### config.mk
export PLATFORM = sky130hd
export DESIGN_NAME = dmfs_level
export DESIGN_NICKNAME = d
export VERILOG_FILES = /design/src/hdl/deadline_multilevel_feedback_scheduler_top_macros.svh /design/src/hdl/dmfs_pkg.sv /design/src/hdl/dmfs_cell.sv /design/src/hdl/dmfs_level.sv
export SDC_FILE = /design/constraint.sdc
export NUM_CORES = 2
export LEC_CHECK = 0
export BUFFER_PORTS_ARGS = -buffer_cell sky130_fd_sc_hd__clkbuf_2
export CAP_MARGIN = 20
export CORE_MARGIN = 2
export CORE_UTILIZATION = 53
export DETAILED_ROUTE_END_ITERATION = 8
export HOLD_SLACK_MARGIN = 0.03
export MAX_ROUTING_LAYER = met4
export PLACE_DENSITY = 0.67
export SLEW_MARGIN = 0
export SYNTH_ARGS = -nofsm -noshare
export SYNTH_HDL_FRONTEND = slang
export SYNTH_HIERARCHICAL = 1
export SYNTH_SLANG_ARGS = --single-unit
### constraint.sdc
create_clock -name clock -period 10.9 [get_ports clock]
set_clock_uncertainty 0.1 [all_clocks]
set_input_delay 2.18 -clock clock [delete_from_list [all_inputs] [get_ports clock]]
set_output_delay 2.18 -clock clock [all_outputs]
set_load 0.1 [all_outputs]
### src/hdl/deadline_multilevel_feedback_scheduler_top_macros.svh
// assertion macros for the scheduler
`ifndef DEADLINE_MULTILEVEL_FEEDBACK_SCHEDULER_TOP_MACROS_SVH
`define DEADLINE_MULTILEVEL_FEEDBACK_SCHEDULER_TOP_MACROS_SVH

// same-cycle implication
`define DMFS_ASSERT_NOW(lbl, clk, rst, ante, cons) \
   lbl: assert property (@(posedge clk) disable iff (rst) (ante) |-> (cons)) \
      else $error("scheduler check failed");

// next-cycle implication
`define DMFS_ASSERT_NEXT(lbl, clk, rst, ante, cons) \
   lbl: assert property (@(posedge clk) disable iff (rst) (ante) |=> (cons)) \
      else $error("scheduler check failed");

`endif

### src/hdl/dmfs_pkg.sv
// shared types, constants and codes of the scheduler
`default_nettype none
package dmfs_pkg;
   localparam int LEVELS      = 4;
   localparam int QUEUE_DEPTH = 16;
   localparam int TIME_BITS   = 16;

   localparam int LEVEL_W = (LEVELS > 1) ? $clog2(LEVELS) : 1;
   localparam int NLEV_W  = $clog2(LEVELS + 1);
   localparam int QCOUNT_W = $clog2(LEVELS * QUEUE_DEPTH + 1);
   localparam int NDEAD_W = $clog2(LEVELS + 1);

   localparam logic [2:0] EV_NONE       = 3'd0;
   localparam logic [2:0] EV_COMPLETED  = 3'd1;
   localparam logic [2:0] EV_DEMOTED    = 3'd2;
   localparam logic [2:0] EV_FAILED     = 3'd3;
   localparam logic [2:0] EV_DISPATCHED = 3'd4;
   localparam logic [2:0] EV_ENQUEUED   = 3'd5;
   localparam logic [2:0] EV_REJECTED   = 3'd6;

   localparam logic OPC_TICK    = 1'b0;
   localparam logic OPC_ENQUEUE = 1'b1;

   typedef enum logic [2:0] {
      OP_HOLD,
      OP_POP,
      OP_PUSH,
      OP_AGE,
      OP_COMPACT
   } op_type;

   typedef struct packed {
      logic [TIME_BITS-1:0] work;
      logic [TIME_BITS-1:0] deadline;
      logic [TIME_BITS-1:0] wait_time;
   } slot_type;

   typedef struct packed {
      logic     valid;
      logic     dead;
      slot_type slot;
   } cell_type;

   typedef struct packed {
      logic     empty;
      logic     full;
      logic     has_dead;
      slot_type head;
   } level_status_type;
endpackage
`default_nettype wire

### src/hdl/dmfs_cell.sv
// one queue slot: shifts toward the head, takes a push at the tail, ages
`default_nettype none
module dmfs_cell (
   input  wire               clock,
   input  wire               reset,
   input  dmfs_pkg::op_type  op,
   input  dmfs_pkg::slot_type push_slot,
   input  dmfs_pkg::cell_type upper,
   input  wire               lower_valid,
   input  wire               dead_below_in,
   output dmfs_pkg::cell_type cell_out,
   output logic              dead_below_out
);
   dmfs_pkg::cell_type cell_ff, cell_in;

   assign cell_out = cell_ff;
   assign dead_below_out = dead_below_in | (cell_ff.valid & cell_ff.dead);

   always_comb begin
      cell_in = cell_ff;
      case (op)
         dmfs_pkg::OP_POP: begin
            cell_in = upper;
         end
         dmfs_pkg::OP_PUSH: begin
            if (!cell_ff.valid && lower_valid) begin
               cell_in.valid = 1'b1;
               cell_in.dead  = 1'b0;
               cell_in.slot  = push_slot;
            end
         end
         dmfs_pkg::OP_AGE: begin
            if (cell_ff.valid) begin
               if (cell_ff.slot.wait_time != '1) begin
                  cell_in.slot.wait_time = cell_ff.slot.wait_time + 1'b1;
               end
               if (cell_ff.slot.deadline <= dmfs_pkg::TIME_BITS'(1)) begin
                  cell_in.dead = 1'b1;
               end else begin
                  cell_in.slot.deadline = cell_ff.slot.deadline - 1'b1;
               end
            end
         end
         dmfs_pkg::OP_COMPACT: begin
            // everything from the first dead slot upward moves down one
            if (dead_below_out) begin
               cell_in = upper;
            end
         end
         default: begin
            cell_in = cell_ff;
         end
      endcase
   end

   always_ff @(posedge clock) begin
      if (reset) begin
         cell_ff.valid <= 1'b0;
         cell_ff.dead  <= 1'b0;
      end else begin
         cell_ff <= cell_in;
      end
   end
endmodule
`default_nettype wire

### src/hdl/dmfs_level.sv
// one level queue built as a row of slot cells
`default_nettype none
module dmfs_level (
   input  wire                        clock,
   input  wire                        reset,
   input  dmfs_pkg::op_type           op,
   input  dmfs_pkg::slot_type         push_slot,
   output dmfs_pkg::level_status_type status
);
   dmfs_pkg::cell_type cells [dmfs_pkg::QUEUE_DEPTH];
   logic dead_chain [dmfs_pkg::QUEUE_DEPTH+1];

   assign dead_chain[0] = 1'b0;

   for (genvar i = 0; i < dmfs_pkg::QUEUE_DEPTH; i++) begin : g_cell
      dmfs_pkg::cell_type upper;
      logic lower_valid;
      if (i == dmfs_pkg::QUEUE_DEPTH - 1) begin : g_top
         assign upper = '0;
      end else begin : g_mid
         assign upper = cells[i+1];
      end
      if (i == 0) begin : g_head
         assign lower_valid = 1'b1;
      end else begin : g_body
         assign lower_valid = cells[i-1].valid;
      end
      dmfs_cell u_cell (
         .clock          (clock),
         .reset          (reset),
         .op             (op),
         .push_slot      (push_slot),
         .upper          (upper),
         .lower_valid    (lower_valid),
         .dead_below_in  (dead_chain[i]),
         .cell_out       (cells[i]),
         .dead_below_out (dead_chain[i+1])
      );
   end

   assign status.empty    = !cells[0].valid;
   assign status.full     = cells[dmfs_pkg::QUEUE_DEPTH-1].valid;
   assign status.has_dead = dead_chain[dmfs_pkg::QUEUE_DEPTH];
   assign status.head     = cells[0].slot;
endmodule
`default_nettype wire

======== After elaboration in Yosys (flattened, before gate mapping) ========
Index checks and enable logic that the tools add are counted.
word-level totals
  flip-flop bits (word level) ............. 800
  bits in latches ......................... 0
  RAM bits ................................ 0
  ROM bits ................................ 0
  bits of input ports ..................... 53
  output and inout bits ................... 51
  logic and storage cells ................. 565
  memories ................................ 0
operators by class
  add/sub/neg operators ................... 32
  multiply operators ...................... 0
  div/mod/pow operators ................... 0
  order comparisons ....................... 16
  eq/ne operators ......................... 116
  shift-type cells ........................ 0
  muxes and demuxes ....................... 176
  bitwise gates (word level) .............. 32
  reduce and logical (&&, ||, !) cells .... 113
operators with widths
  operator                                                                 count
  32-bit one-hot mux with 4 select lines                                   16
  50-bit 2-to-1 mux                                                        31
  16-bit one-hot mux with 3 select lines                                   16
  16-bit 2-to-1 mux                                                        32
  32-bit 2-to-1 mux                                                        16
  16-bit by 1-bit adder with 16-bit output, second input constant          16
  16-bit by 1-bit <= comparator with 1-bit output, second input constant   16
  16-bit inequality test, second input constant                            16
  16-bit by 1-bit subtractor with 16-bit output, second input constant     16
  6-bit AND reduction                                                      32
  2-bit by 1-bit inequality test with 1-bit output, second input constant  79
  5-bit AND reduction                                                      16
  1-bit one-hot mux with 4 select lines                                    16
  4-bit AND reduction                                                      16
  49-bit 2-to-1 mux                                                        1
  1-bit one-hot mux with 3 select lines                                    16
  3-bit AND reduction                                                      15
  2-bit inequality test, second input constant                             17
  1-bit 2-to-1 mux                                                         32
  1-bit bitwise AND                                                        16
  1-bit logical NOT                                                        16
  1-bit logical AND                                                        15
  1-bit bitwise OR                                                         15
  3-bit by 2-bit == test with 1-bit output, second input constant          2
  6 further kinds                                                          6

======== Depth between registers and ports, before layout ========
  depth after elaboration ................. 18
  mapped depth ............................ 34
  gate-level depth less buffers ........... 34

======== Modules after synthesis ========
The synthesis kept the hierarchy.
by module, submodules not included
  module                             times used  cells an instance  area each (um^2)  sequential area each (um^2)
  dmfs_cell (g_cell[0].u_cell ...)   9           303                3074.2            1481.4
  dmfs_cell (g_cell[12].u_cell ...)  6           302                3064.2            1481.4
  dmfs_cell (g_cell[9].u_cell)       1           291                3042.9            1481.4
  dmfs_level                         1           4                  18.8              0.0

======== Least setup slack after synthesis ========
No wires, ideal clock.
  path type ............................... register to output
  start point ............................. reg g_cell[0].u_cell.cell_ff, in the netlist g_cell[0].u_cell/cell_out[49]
  end point ............................... out status[48] (netlist name)
  arrival time ............................ 4.047 ns
  data required time ...................... 8.620 ns
  setup slack ............................. 4.573 ns
  stages on the path, launching flop included .. 33
  path buffers ............................ 1
  path through ............................ dfxtp_1 -> a21oi_1 -> inv_1 -> a21oi_1 -> inv_1 -> a21oi_1 -> inv_1 -> a21oi_1 -> inv_1 -> a21oi_1 -> inv_1 -> a21oi_1 -> inv_1 -> a21oi_1 -> inv_1 -> a21oi_1 -> inv_1 -> a21oi_1 -> inv_1 -> a21o_1 -> a21oi_1 -> inv_1 -> a21oi_1 -> inv_1 -> a21oi_1 -> inv_1 -> a21oi_1 -> inv_1 -> a21oi_1 -> inv_1 -> a21oi_1 -> inv_1 -> buf_4
RTL lines
  element                 line             source
  from (decl)             dmfs_cell.sv:14  dmfs_pkg::cell_type cell_ff, cell_in;
  from (signal assigned)  dmfs_cell.sv:61  cell_ff <= cell_in;
  to (decl)               dmfs_level.sv:8  output dmfs_pkg::level_status_type status

==> results.toml <==
[cts]
clk_transition_reported_paths_ns = 0.06
postCtsResizedCells = 0
numCtsBuffers = 89
cts.sink_count = 800
clk_root_buffer_cell = "clkbuf_16"
clock_insertion_delay_worst_skew_ns = 0.66
clock_tree.buffer_depth = 3
cts_tree = "done"
hold_buffers = 0
cts.repair_timing.setup_buffer_count = 0
level_count_of_the_clock_h_tree = 3

[placement]
gp_congestion = 0.866
dpl_ws_ns = 3.50
dp_hpwl_mm = 90.7
place.port_buffers = 103

[timing]
max-slew-margin-rel_pct = 29.2
tightestPinTransition_ns = 1.06
layout_min_cycle_time_ns = 8.14
setup_violations = 0
final_max_slew_viols = 0
accumulated_negative_setup_slack_ns = 0
number_of_hold_violations_in_the_final_report = 0
rsz0062_at_grt = "no"
min_period_over_period_pct = 74.6
max_freq_mhz = 123
final.setup.worst_slack_ns = 2.76

[final_layout]
syn_to_final_growth_pct = 9.67
finalCoreUtilization_pct = 58.7
drive_gt1_share_pct = 9.68
commonest_non_fill_non_tap_cell_in_the_layout = "edfxtp_1"
nFillCells = 7941
nets = 5029
layout.cells.most_common_list = "768 x edfxtp_1, 436 x nand2_1, 434 x o21ai_1, 361 x a21oi_1"
largest_register_ffs = 800

[synthesis]
postSynth.asyncResetShare_pct = 0
number_of_warnings_issued_by_yosys = 6
syn_area_mm2 = 0.0491
share_of_the_yosys_chip_area_belonging_to_registers_pct = 48.3
synth_edf_count = 768
post_synthesis_cell_type_count = 55
postSynthRegisterBits = 800
synth_ff_type = "edfxtp_1"
syn_area_per_cell_um2 = 10.2
post_synth_inst_count = 4834

[floorplanning]
vertical_extent_of_the_die_um = 308
num_io_pins = 104
placeableCoreArea_mm2 = 0.0918
initial_utilization_pct = 53.5
dieWidth_um = 308
design.die.area_mm2 = 0.0951
fp-row-count = 111

[routing]
postRouteAntennaNets = 0
drt_wl_total_mm = 130
routedWlPerCell_um = 20.9
vias = 37600
remaining_drc_errors = 0
detail_route.vias_per_cell = 6.02
dr.pass1.iters = 5
initialDrtViolationCount = 3229

[grt]
grt_util_met3_pct = 2.69
grt_util_met2_pct = 46.8
gr-usage-all-layers_pct = 27.9
first_global_vias = 36300
global_route.overflow_total = 0
grt.busiest_layer = "met2"
maximum_number_of_pins_on_one_net_before_global_route_repair = 188
antenna_found_initial = 4
grt_pass1_wl_mm = 205
grt_util_met1_pct = 36.4

[critical_path]
required_time_worst_endpoint_ns = 8.62
cpMaxStageDelayCell = "clkbuf_2"
cp_slowest_stage_delay_ns = 0.41
timing.critical_path.arrival_ns = 5.86
critical_path_fanouts_max = 7
worstSetupStartpointType = "flop"
worstSetupEndpointType = "output port"
criticalPathCategory = "flop to output port"

[worst_hold_path]
timing.hold.worst.class = "flop to flop"

[power]
vdd_drop_max_mv = 0.119
p_per_area_mw_per_mm2 = 142
p_leak_uw = 0.0185

[flow_run]
drv.max_cap_violation_count = 0

[status]
run_status = "finished, final reports clean"
-- power breakdown --
group          leakage (uW)  total [uW]  switching [uW]  internal (uW)
Combinational       0.00975         970             634            336
Clock               0.00136        2940            1260           1680
Sequential          0.00736        3750             171           3580
Total                0.0185        7650            2060           5590
-- logic make-up after synthesis --
family                   synth area share, %
other                                 0.0153
flip-flops                              48.3
buffers and inverters                   3.21
AND/OR/NAND/NOR                         17.2
adder cells (fa/ha/maj)                 1.22
XOR/XNOR                                7.17
multiplexers                            8.11
AO/OA/AOI/OAI                           14.8
-- worst max-delay path, delay by kind of cell, from the launching register on --
| kind | cells | cell delay (ns) |
|---|---|---|
| AOI/OAI and AO/OA | 16 | 3.27 |
| buffers and inverters | 16 | 1.56 |
| DFF | 1 | 0.37 |
-- stage by stage --
stage	area [um2]	hold WS (ns)	instances	total power [uW]
floorplan	49300	0.341	4884	4440
global placement	51100	0.355	6080	4750
detailed placement	51100	0.368	6080	4770
CTS	53900	0.381	6244	7690
global route	53900	0.399	6245	7930
finish	53900	0.384	6245	7650
-- cell usage after synthesis (all sizes together) (110+ instances only) --
master  count  area share, %
mux2i     110            2.2
inv       142            1.1
nor3b     177            2.7
a21oi     371            3.9
clkbuf    167            1.3
mux2      256            5.9
edfxtp    768             47
a21o      129            2.0
xor2      162            2.9
o21ai     639            6.5
nand3     144            1.5
nor3      151            1.8
xnor2     240            4.3
nor2      236            1.9
nand2     436            3.3
-- final cells by class --
class                           count  area (um2)  area share (%)
Clock buffer                      107        2370            4.39
Sequential cell                   800       23700            44.0
Inverter                          142         533           0.990
Multi-Input combinational cell   3701       24100            44.7
Tap cell                         1243        1560            2.89
Antenna cell                        1        2.50         0.00465
Timing Repair Buffer              194        1230            2.28
Clock inverter                     57         417           0.774
-- layer usage --
metal | wire length [um] | share of wire, %
met5 | 0 | 0
met4 | 2930 | 2.2
met3 | 7010 | 5.4
met2 | 64200 | 49
met1 | 56300 | 43
-- worst paths after layout --
path	startpoint	end	slack [ns]	depth (start not counted)
hold reg to reg	g_cell[0].u_cell/cell_out[48]	g_cell[0].u_cell/cell_out[48]	0.38	1
setup reg to reg	g_cell[0].u_cell/cell_out[49]	g_cell[15].u_cell/cell_out[4]	5.19	35
setup / recovery	g_cell[0].u_cell/cell_out[49]	status[48]	2.76	32
hold / removal	g_cell[0].u_cell/cell_out[48]	g_cell[0].u_cell/cell_out[48]	0.38	1
Note: power is estimated with default switching activity, not from simulation.
